--- src/hdl/stsd_pkg.sv ---
// Shared types, widths and constants for the sphere triangle subdivider.
package stsd_pkg;

  localparam int CW              = 16;
  localparam int DEPTH_W         = 2;
  localparam int MAX_DEPTH_DEF   = 3;
  localparam int COORD_FRAC_BITS = 14;
  localparam int SW              = CW + 1;
  localparam int SQW             = 2 * CW + 1;
  localparam int LW              = SQW + 2;
  localparam int QW              = 2 * COORD_FRAC_BITS + 1;
  localparam int RW              = COORD_FRAC_BITS + 1;
  localparam int RMW             = RW + 2;
  localparam int STEP_W          = $clog2(QW);
  localparam int QDEPTH          = 2;

  typedef logic signed [CW-1:0] coord_t;
  typedef coord_t [2:0] vec_t;

  typedef struct packed {
    vec_t a;
    vec_t b;
    vec_t c;
  } tri_t;

  typedef struct packed {
    tri_t              face;
    logic [DEPTH_W-1:0] depth;
  } item_t;

  typedef struct packed {
    logic start;
    vec_t p;
    vec_t q;
  } mid_req_t;

  typedef struct packed {
    logic done;
    vec_t m;
  } mid_rsp_t;

endpackage

--- src/hdl/sphere_triangle_subdivider_unit.sv ---
// Top level: front queue, subdivision sequencer and midpoint unit.
// A midpoint runs setup, 29 divide steps and 15 root steps; a zero-length edge sum skips both.
// Results leave one per cycle at most; a two-entry queue takes new triangles meanwhile.
// Synchronous active-high reset empties the queue and the result register and sets depth to 3.
module sphere_triangle_subdivider_unit #(
  parameter int MAX_DEPTH = stsd_pkg::MAX_DEPTH_DEF
) (
  input  logic                         clk,
  input  logic                         rst,
  input  logic                         depth_we,
  input  logic [stsd_pkg::DEPTH_W-1:0] depth_wdata,
  input  logic                         push,
  output logic                         full,
  input  logic signed [stsd_pkg::CW-1:0] a_x,
  input  logic signed [stsd_pkg::CW-1:0] a_y,
  input  logic signed [stsd_pkg::CW-1:0] a_z,
  input  logic signed [stsd_pkg::CW-1:0] b_x,
  input  logic signed [stsd_pkg::CW-1:0] b_y,
  input  logic signed [stsd_pkg::CW-1:0] b_z,
  input  logic signed [stsd_pkg::CW-1:0] c_x,
  input  logic signed [stsd_pkg::CW-1:0] c_y,
  input  logic signed [stsd_pkg::CW-1:0] c_z,
  output logic                         empty,
  input  logic                         pop,
  output logic signed [stsd_pkg::CW-1:0] out_a_x,
  output logic signed [stsd_pkg::CW-1:0] out_a_y,
  output logic signed [stsd_pkg::CW-1:0] out_a_z,
  output logic signed [stsd_pkg::CW-1:0] out_b_x,
  output logic signed [stsd_pkg::CW-1:0] out_b_y,
  output logic signed [stsd_pkg::CW-1:0] out_b_z,
  output logic signed [stsd_pkg::CW-1:0] out_c_x,
  output logic signed [stsd_pkg::CW-1:0] out_c_y,
  output logic signed [stsd_pkg::CW-1:0] out_c_z,
  output logic                         last
);
  import stsd_pkg::*;

  tri_t     in_tri;
  tri_t     out_tri;
  logic     q_valid;
  logic     q_pop;
  item_t    q_item;
  mid_req_t mid_req;
  mid_rsp_t mid_rsp;

  assign in_tri.a[0] = a_x;
  assign in_tri.a[1] = a_y;
  assign in_tri.a[2] = a_z;
  assign in_tri.b[0] = b_x;
  assign in_tri.b[1] = b_y;
  assign in_tri.b[2] = b_z;
  assign in_tri.c[0] = c_x;
  assign in_tri.c[1] = c_y;
  assign in_tri.c[2] = c_z;

  assign out_a_x = out_tri.a[0];
  assign out_a_y = out_tri.a[1];
  assign out_a_z = out_tri.a[2];
  assign out_b_x = out_tri.b[0];
  assign out_b_y = out_tri.b[1];
  assign out_b_z = out_tri.b[2];
  assign out_c_x = out_tri.c[0];
  assign out_c_y = out_tri.c[1];
  assign out_c_z = out_tri.c[2];

  stsd_front #(.MAX_DEPTH(MAX_DEPTH)) u_front (
    .clk         (clk),
    .rst         (rst),
    .depth_we    (depth_we),
    .depth_wdata (depth_wdata),
    .push        (push),
    .full        (full),
    .in_tri      (in_tri),
    .q_valid     (q_valid),
    .q_pop       (q_pop),
    .q_item      (q_item)
  );

  stsd_mid u_mid (
    .clk (clk),
    .rst (rst),
    .req (mid_req),
    .rsp (mid_rsp)
  );

  stsd_back #(.MAX_DEPTH(MAX_DEPTH)) u_back (
    .clk     (clk),
    .rst     (rst),
    .q_valid (q_valid),
    .q_pop   (q_pop),
    .q_item  (q_item),
    .mid_req (mid_req),
    .mid_rsp (mid_rsp),
    .empty   (empty),
    .pop     (pop),
    .out_tri (out_tri),
    .last    (last)
  );

endmodule

--- src/hdl/stsd_front.sv ---
// Front end: depth register, depth clamp and a short triangle queue.
module stsd_front #(
  parameter int MAX_DEPTH = stsd_pkg::MAX_DEPTH_DEF
) (
  input  logic                         clk,
  input  logic                         rst,
  input  logic                         depth_we,
  input  logic [stsd_pkg::DEPTH_W-1:0] depth_wdata,
  input  logic                         push,
  output logic                         full,
  input  stsd_pkg::tri_t               in_tri,
  output logic                         q_valid,
  input  logic                         q_pop,
  output stsd_pkg::item_t              q_item
);
  import stsd_pkg::*;

  localparam int PW = (QDEPTH > 1) ? $clog2(QDEPTH) : 1;

  logic [DEPTH_W-1:0] depth;
  logic [DEPTH_W-1:0] depth_used;
  item_t              slots [QDEPTH];
  logic [PW-1:0]      wr_ptr;
  logic [PW-1:0]      rd_ptr;
  logic [PW:0]        count;
  logic               do_push;
  logic               do_pop;

  assign depth_used = (depth > DEPTH_W'(MAX_DEPTH)) ? DEPTH_W'(MAX_DEPTH) : depth;
  assign full       = (count == (PW+1)'(QDEPTH));
  assign q_valid    = (count != '0);
  assign q_item     = slots[rd_ptr];
  assign do_push    = push && !full;
  assign do_pop     = q_pop && q_valid;

  always_ff @(posedge clk) begin
    if (rst) begin
      depth  <= DEPTH_W'(3);
      wr_ptr <= '0;
      rd_ptr <= '0;
      count  <= '0;
    end else begin
      if (depth_we) begin
        depth <= depth_wdata;
      end
      if (do_push) begin
        slots[wr_ptr] <= '{face: in_tri, depth: depth_used};
        wr_ptr <= (wr_ptr == PW'(QDEPTH - 1)) ? '0 : wr_ptr + PW'(1);
      end
      if (do_pop) begin
        rd_ptr <= (rd_ptr == PW'(QDEPTH - 1)) ? '0 : rd_ptr + PW'(1);
      end
      if (do_push && !do_pop) begin
        count <= count + (PW+1)'(1);
      end else if (do_pop && !do_push) begin
        count <= count - (PW+1)'(1);
      end
    end
  end

endmodule

--- src/hdl/stsd_mid.sv ---
// Midpoint unit: edge sum, squared length, serial divide and serial square root.
module stsd_mid (
  input  logic               clk,
  input  logic               rst,
  input  stsd_pkg::mid_req_t req,
  output stsd_pkg::mid_rsp_t rsp
);
  import stsd_pkg::*;

  typedef enum logic [2:0] {M_IDLE, M_SQ, M_LEN, M_DIV, M_SQRT, M_DONE} state_t;

  state_t                 state;
  logic signed [SW-1:0]   s     [3];
  logic [SQW-1:0]         sq    [3];
  logic [LW-1:0]          len;
  logic [LW-1:0]          rem   [3];
  logic [2*RW-1:0]        quo   [3];
  logic [RW-1:0]          root  [3];
  logic [RMW-1:0]         srem  [3];
  logic [STEP_W-1:0]      step;
  logic                   done;
  vec_t                   m;

  logic signed [2*SW-1:0] prod  [3];
  logic [LW:0]            dsh   [3];
  logic                   dbit  [3];
  logic [RMW+1:0]         r2    [3];
  logic [RMW+1:0]         trial [3];
  logic                   sbit  [3];
  coord_t                 mag   [3];
  coord_t                 neg   [3];

  always_comb begin
    for (int i = 0; i < 3; i++) begin
      prod[i]  = s[i] * s[i];
      dsh[i]   = (step == '0) ? {1'b0, rem[i]} : {rem[i], 1'b0};
      dbit[i]  = (dsh[i] >= {1'b0, len});
      r2[i]    = {srem[i], quo[i][2*RW-1 -: 2]};
      trial[i] = (RMW+2)'({root[i], 2'b01});
      sbit[i]  = (r2[i] >= trial[i]);
      mag[i]   = CW'(root[i]);
      neg[i]   = coord_t'('0) - mag[i];
    end
  end

  assign rsp.done = done;
  assign rsp.m    = m;

  always_ff @(posedge clk) begin
    if (rst) begin
      state <= M_IDLE;
      done  <= 1'b0;
      step  <= '0;
    end else begin
      done <= 1'b0;
      case (state)
        M_IDLE: begin
          if (req.start) begin
            for (int i = 0; i < 3; i++) begin
              s[i] <= $signed({req.p[i][CW-1], req.p[i]})
                    + $signed({req.q[i][CW-1], req.q[i]});
            end
            state <= M_SQ;
          end
        end
        M_SQ: begin
          for (int i = 0; i < 3; i++) begin
            sq[i] <= prod[i][SQW-1:0];
          end
          state <= M_LEN;
        end
        M_LEN: begin
          len <= LW'(sq[0]) + LW'(sq[1]) + LW'(sq[2]);
          for (int i = 0; i < 3; i++) begin
            rem[i] <= LW'(sq[i]);
            quo[i] <= '0;
          end
          step  <= '0;
          state <= M_DIV;
        end
        M_DIV: begin
          if (len == '0) begin
            // zero-length edge sum: result is the origin
            for (int i = 0; i < 3; i++) begin
              root[i] <= '0;
            end
            state <= M_DONE;
          end else begin
            for (int i = 0; i < 3; i++) begin
              if (dbit[i]) begin
                rem[i] <= LW'(dsh[i] - {1'b0, len});
              end else begin
                rem[i] <= dsh[i][LW-1:0];
              end
              quo[i] <= {quo[i][2*RW-2:0], dbit[i]};
            end
            if (step == STEP_W'(QW - 1)) begin
              step <= '0;
              for (int i = 0; i < 3; i++) begin
                root[i] <= '0;
                srem[i] <= '0;
              end
              state <= M_SQRT;
            end else begin
              step <= step + STEP_W'(1);
            end
          end
        end
        M_SQRT: begin
          // one root bit per cycle, two radicand bits shifted out
          for (int i = 0; i < 3; i++) begin
            if (sbit[i]) begin
              srem[i] <= RMW'(r2[i] - trial[i]);
              root[i] <= {root[i][RW-2:0], 1'b1};
            end else begin
              srem[i] <= r2[i][RMW-1:0];
              root[i] <= {root[i][RW-2:0], 1'b0};
            end
            quo[i] <= {quo[i][2*RW-3:0], 2'b00};
          end
          if (step == STEP_W'(RW - 1)) begin
            step  <= '0;
            state <= M_DONE;
          end else begin
            step <= step + STEP_W'(1);
          end
        end
        M_DONE: begin
          for (int i = 0; i < 3; i++) begin
            m[i] <= s[i][SW-1] ? neg[i] : mag[i];
          end
          done  <= 1'b1;
          state <= M_IDLE;
        end
        default: state <= M_IDLE;
      endcase
    end
  end

endmodule

--- src/hdl/stsd_back.sv ---
// Back end: depth-first subdivision sequencer with level stack and result register.
module stsd_back #(
  parameter int MAX_DEPTH = stsd_pkg::MAX_DEPTH_DEF
) (
  input  logic               clk,
  input  logic               rst,
  input  logic               q_valid,
  output logic               q_pop,
  input  stsd_pkg::item_t    q_item,
  output stsd_pkg::mid_req_t mid_req,
  input  stsd_pkg::mid_rsp_t mid_rsp,
  output logic               empty,
  input  logic               pop,
  output stsd_pkg::tri_t     out_tri,
  output logic               last
);
  import stsd_pkg::*;

  localparam int LVL_W = $clog2(MAX_DEPTH + 1);
  localparam int CNT_W = 2 * MAX_DEPTH;

  localparam logic [1:0] MID_AB    = 2'd0;
  localparam logic [1:0] MID_AC    = 2'd1;
  localparam logic [1:0] MID_BC    = 2'd2;
  localparam logic [1:0] CHILD_A   = 2'd0;
  localparam logic [1:0] CHILD_B   = 2'd1;
  localparam logic [1:0] CHILD_C   = 2'd2;
  localparam logic [1:0] CHILD_CTR = 2'd3;

  typedef enum logic [2:0] {B_IDLE, B_MID_GO, B_MID_WAIT, B_CHILD, B_EMIT} state_t;

  state_t             state;
  tri_t               tri_st [MAX_DEPTH+1];
  vec_t [2:0]         mid_st [MAX_DEPTH];
  logic [LVL_W-1:0]   lvl;
  logic [LVL_W-1:0]   d;
  logic [LVL_W-1:0]   up_lvl;
  logic [LVL_W-1:0]   sh;
  logic [1:0]         mj;
  logic [1:0]         dig;
  logic [CNT_W-1:0]   cnt;
  logic [CNT_W-1:0]   cnt_sh;
  logic [CNT_W-1:0]   last_cnt;
  logic               is_last;
  logic               emit_fire;
  logic               found;
  logic               out_valid;
  tri_t               cur;
  tri_t               child;
  vec_t [2:0]         cur_mid;
  tri_t               out_reg;
  logic               out_last;

  assign cur       = tri_st[lvl];
  assign cur_mid   = mid_st[lvl];
  assign sh        = d - lvl - LVL_W'(1);
  assign cnt_sh    = cnt >> {sh, 1'b0};
  assign dig       = cnt_sh[1:0];
  assign last_cnt  = ~({CNT_W{1'b1}} << {d, 1'b0});
  assign is_last   = (cnt == last_cnt);
  assign emit_fire = (state == B_EMIT) && (!out_valid || pop);
  assign q_pop     = (state == B_IDLE) && q_valid;
  assign empty     = !out_valid;
  assign out_tri   = out_reg;
  assign last      = out_last;

  // shallowest level whose child digit changes on the next leaf
  always_comb begin
    found  = 1'b0;
    up_lvl = '0;
    for (int j = 0; j < MAX_DEPTH; j++) begin
      if (!found && (LVL_W'(j) < d) && (cnt[2*j +: 2] != CHILD_CTR)) begin
        found  = 1'b1;
        up_lvl = d - LVL_W'(j) - LVL_W'(1);
      end
    end
  end

  always_comb begin
    case (dig)
      CHILD_A:   child = '{a: cur.a, b: cur_mid[MID_AB], c: cur_mid[MID_AC]};
      CHILD_B:   child = '{a: cur_mid[MID_AB], b: cur.b, c: cur_mid[MID_BC]};
      CHILD_C:   child = '{a: cur_mid[MID_AC], b: cur_mid[MID_BC], c: cur.c};
      default:   child = '{a: cur_mid[MID_AB], b: cur_mid[MID_BC], c: cur_mid[MID_AC]};
    endcase
  end

  always_comb begin
    mid_req.start = (state == B_MID_GO);
    case (mj)
      MID_AB: begin
        mid_req.p = cur.a;
        mid_req.q = cur.b;
      end
      MID_AC: begin
        mid_req.p = cur.a;
        mid_req.q = cur.c;
      end
      default: begin
        mid_req.p = cur.b;
        mid_req.q = cur.c;
      end
    endcase
  end

  always_ff @(posedge clk) begin
    if (rst) begin
      state     <= B_IDLE;
      out_valid <= 1'b0;
      lvl       <= '0;
      d         <= '0;
      cnt       <= '0;
      mj        <= MID_AB;
    end else begin
      if (emit_fire) begin
        out_valid <= 1'b1;
      end else if (pop && out_valid) begin
        out_valid <= 1'b0;
      end
      case (state)
        B_IDLE: begin
          if (q_valid) begin
            tri_st[0] <= q_item.face;
            d         <= LVL_W'(q_item.depth);
            cnt       <= '0;
            lvl       <= '0;
            mj        <= MID_AB;
            state     <= (q_item.depth == '0) ? B_EMIT : B_MID_GO;
          end
        end
        B_MID_GO: state <= B_MID_WAIT;
        B_MID_WAIT: begin
          if (mid_rsp.done) begin
            mid_st[lvl][mj] <= mid_rsp.m;
            if (mj == MID_BC) begin
              state <= B_CHILD;
            end else begin
              mj    <= mj + 2'd1;
              state <= B_MID_GO;
            end
          end
        end
        B_CHILD: begin
          tri_st[lvl + LVL_W'(1)] <= child;
          lvl   <= lvl + LVL_W'(1);
          mj    <= MID_AB;
          state <= ((lvl + LVL_W'(1)) == d) ? B_EMIT : B_MID_GO;
        end
        B_EMIT: begin
          if (emit_fire) begin
            out_reg   <= cur;
            out_last  <= is_last;
            if (is_last) begin
              state <= B_IDLE;
            end else begin
              // climb back to the level whose digit advances
              cnt   <= cnt + CNT_W'(1);
              lvl   <= up_lvl;
              state <= B_CHILD;
            end
          end
        end
        default: state <= B_IDLE;
      endcase
    end
  end

`ifndef NO_ASSERTIONS
  a_done_in_wait: assert property (@(posedge clk) disable iff (rst)
    mid_rsp.done |-> state == B_MID_WAIT)
    else $error("midpoint result arrived outside wait state");
  a_lvl_in_range: assert property (@(posedge clk) disable iff (rst)
    state != B_IDLE |-> lvl <= d)
    else $error("level beyond subdivision depth");
  a_last_to_idle: assert property (@(posedge clk) disable iff (rst)
    (emit_fire && is_last) |=> state == B_IDLE)
    else $error("final leaf did not end the triangle");
`endif

endmodule
--- config.mk ---
export PLATFORM = sky130hd
export DESIGN_NAME = sphere_triangle_subdivider_unit
export DESIGN_NICKNAME = d
export VERILOG_FILES = /design/src/hdl/stsd_pkg.sv /design/src/hdl/sphere_triangle_subdivider_unit.sv /design/src/hdl/stsd_front.sv /design/src/hdl/stsd_mid.sv /design/src/hdl/stsd_back.sv
export SDC_FILE = /design/constraint.sdc
export NUM_CORES = 2
export LEC_CHECK = 0
export BUFFER_PORTS_ARGS = -buffer_cell sky130_fd_sc_hd__buf_2
export CAP_MARGIN = 20
export CORE_ASPECT_RATIO = 1.75
export CORE_MARGIN = 5
export CORE_UTILIZATION = 55
export DETAILED_ROUTE_END_ITERATION = 7
export GPL_ROUTABILITY_DRIVEN = 0
export GPL_TIMING_DRIVEN = 0
export PLACE_DENSITY_LB_ADDON = 0.25
export SETUP_SLACK_MARGIN = 0.02
export SLEW_MARGIN = 20
export SYNTH_ARGS = -nofsm -noshare
export SYNTH_HDL_FRONTEND = slang
export SYNTH_HIERARCHICAL = 1
export SYNTH_SLANG_ARGS = --single-unit
--- constraint.sdc ---
create_clock -name clk -period 37.1 [get_ports clk]
set_input_delay 7.42 -clock clk [delete_from_list [all_inputs] [get_ports clk]]
set_output_delay 7.42 -clock clk [all_outputs]
set_load 0.02 [all_outputs]
==> flow_metrics.py <==
metrics = {
    "sta": {
        "setup_viol": 0,
        "clock.fmax_mhz": 88.1,
        "finalHoldViolations": 0,
        "fin_crit_sh": 0.306,
        "tns_ns": 0,
        "worst_slew_pin_slew_ns": 1.29,
        "post-route-min-period_ns": 11.35,
        "finalClockSkew_ns": 0.0863,
        "slew_headroom": 0.142,
        "final_max_slew_viol_count": 0,
        "rsz0062_at_grt": "no",
    },
    "clock_network": {
        "clockBufferDepth": 4,
        "cts.sinks": 2000,
        "cts.htree.levels": 4,
        "post_cts_buffers": 0,
        "cts_tree": "done",
        "holdBufCountCts": 0,
        "root_buffer": "clkbuf_16",
        "cts_buffers": 181,
        "clk-insertion-delay-late_ns": 0.87,
        "cts.repair.resized": 0,
        "clk_pin_slew_ns": 0.07,
    },
    "floorplan": {
        "ioPinCount": 298,
        "row_count": 227,
        "die_h_um": 629,
        "die_w_um": 364,
        "dieArea_um2": 229000,
        "coreArea_um2": 218000,
        "start_util": 0.552,
    },
    "finish": {
        "layout_commonest_cell": "edfxtp_1",
        "nets": 11801,
        "nFillCells": 16763,
        "layout_common_cells": "1965 x edfxtp_1, 1201 x inv_1, 959 x nand2_1",
        "drive_above_1_share": 0.120,
        "areaGrowthSynthToFinish_pct": 10.8,
    },
    "setup_path": {
        "crit_family": "buffers and inverters",
        "crit_chain": "buf_2 -> clkbuf_1 -> nor2_1 -> nand3_1 -> clkbuf_2 -> clkbuf_2 -> clkbuf_1 -> nor3_2 -> buf_4 -> buf_4 -> buf_4 -> buf_4 -> buf_4 -> buf_6",
        "crit_slowest_cell": "nor3_2",
        "worstSetupPathType": "in -> reg",
        "critPathRequiredTime_ns": 37.65,
        "crit_arrival_ns": 11.91,
        "worstSetupStartpointType": "primary input",
        "end_kind": "flop",
        "slowest_delay_ns": 0.63,
        "path_common_cell": "buf_4",
        "crit_path_max_fanout": 10,
        "crit_buf_inv": 11,
    },
    "detailed_routing": {
        "routed_via_density": 6.17,
        "routedWlPerCell_um": 27.5,
        "detail-route-antenna-nets": 0,
        "drt_wl_total_um": 366000,
        "highest_layer": "met5",
        "dr.pass1.iters": 7,
        "wl_met2_um": 185000,
        "vias": 82147,
        "drt_iter0_drc": 8130,
        "drc": 0,
        "wl_met1_um": 117000,
        "wl_met3_um": 27700,
    },
    "placement": {
        "dpl.hpwl_um": 283000,
        "port_buffers": 297,
    },
    "yosys": {
        "synth_ff_type": "edfxtp_1",
        "ys_seq_area_frac": 0.495,
        "synth_area_um2": 121000,
        "netlist_instances": 9694,
        "synth.avg_cell_area_um2": 12.4,
        "synth.distinct_cells": 99,
        "ys_warn_count": 6,
        "ys_async_sr_fraction": 0,
        "synth-edff-count": 1965,
        "yosys_register_bits": 2000,
    },
    "worst_hold_path": {
        "hold_path.class": "reg -> reg",
    },
    "flow_run": {
        "maxCapViolCount": 0,
    },
    "grt": {
        "grt_max_degree": 58,
        "grt.total_usage": 0.317,
        "grt_pass1_vias": 86220,
        "antenna_found_initial": 14,
        "grt_first_pass_wirelength_um": 536000,
        "overflow": 0,
    },
    "status": {
        "status": "finished, final reports clean",
    },
}
-- sequential cells by signal (all words and copies together) (netlist names), 51 cells and up, named ones only --
signal / cells
u_back/mid_st: 432
u_back/out_tri: 144
u_front/slots: 292
u_mid/srem: 51
u_mid/quo: 90
u_mid/rem: 105
u_back/tri_st: 576
u_mid/sq: 96
u_mid/s: 51
-- stage by stage --
step	worst slack, ns	util	instances	hold WS [ns]	cell area, µm²
finish	25.75	0.612	13324	0.511	134000
global route	25.83	0.611	13319	0.528	134000
CTS	25.99	0.611	13318	0.508	134000
detailed placement	25.13	0.584	12998	0.498	128000
global placement	6.78	0.575	12855	0.475	126000
floorplan	18.00	-	9696	0.418	121000
-- cell usage after synthesis, types with 49 or more instances --
cell type / instances / area [µm²]
buf_2: 77 / 385
a2bb2oi_1: 103 / 902
nand3_1: 70 / 350
ha_1: 506 / 6330
nor2_1: 459 / 1720
nand2_1: 959 / 3600
a21oi_1: 547 / 2740
and2_1: 196 / 1230
xor2_1: 93 / 815
mux2_2: 200 / 2250
a21o_1: 134 / 1010
mux2i_1: 240 / 2400
xnor2_1: 283 / 2480
a222oi_1: 49 / 490
edfxtp_1: 1965 / 59000
nor2b_1: 91 / 569
o21ai_0: 383 / 1920
a22o_1: 131 / 1150
nor3_1: 70 / 350
clkbuf_1: 271 / 1020
fa_1: 825 / 16500
inv_1: 1201 / 4510
mux4_2: 144 / 3240
-- metal layers --
layer	vias to the layer above	global-route usage
met4	12	0.246
met3	1445	0.0463
met2	4435	0.559
met5	-	0
met1	40992	0.339
li1	35263	-
-- final cells by class --
cell class	instances	area (µm²)	share of cell area
flip-flops and latches	2000	59700	0.447
multi-input cells	6089	54800	0.410
clock buffers	211	4730	0.0354
inverters	1201	4510	0.0338
well taps	2862	3580	0.0268
repair buffers	440	3260	0.0244
plain buffers	406	1800	0.0135
clock inverters	109	1200	0.00901
diodes	6	15.0	0.000112
-- kinds of logic (layout without fill, tap and decap cells) --
group	Yosys count	count (layout)	share of synthesized area
AOI/OAI and AO/OA	1698	1698	0.0912
xor gates and xnor gates	377	377	0.0275
adders and majority gates	1331	1331	0.189
buffers and inverters	1607	2367	0.0523
DFF	2000	2000	0.495
muxes	584	584	0.0655
other	1	9	0.0000311
and+or+nand+nor	2096	2096	0.0789
-- path summary, 6_finish.rpt --
kind,from,end,slack [ns],cells after the start
max,rst,u_back/tri_st[1][123]$_DFFE_PP_,25.75,14
min,u_mid/root[0][0]$_SDFFCE_PN0P_,u_mid/rsp[0]$_DFFE_PP_,0.51,0
max reg2reg,u_mid/s[0][33]$_DFFE_PP_,u_mid/sq[0][65]$_DFFE_PP_,28.32,24
min reg2reg,u_mid/root[0][0]$_SDFFCE_PN0P_,u_mid/rsp[0]$_DFFE_PP_,0.51,0
-- worst register-to-register path, cell delays in order (launching register included) --
cell      delay, ns
edfxtp_1       0.49
clkbuf_1       0.53
clkbuf_1       0.64
clkbuf_1       0.56
nand2_1        0.27
inv_1          0.13
fa_1           0.44
fa_1           0.55
fa_1           0.45
fa_1           0.54
fa_1           0.50
inv_1          0.05
fa_1           0.48
inv_1          0.04
ha_1           0.33
a21o_1         0.18
a21oi_1        0.25
o221ai_1       0.24
nor4_1         0.57
o21ai_0        0.26
a41o_1         0.31
nor4_1         0.28
o31ai_1        0.13
a21oi_1        0.19
xnor2_1        0.11
Power is not shown: default switching activity piles up to over one toggle a cycle in this logic, so the estimate is an artifact.
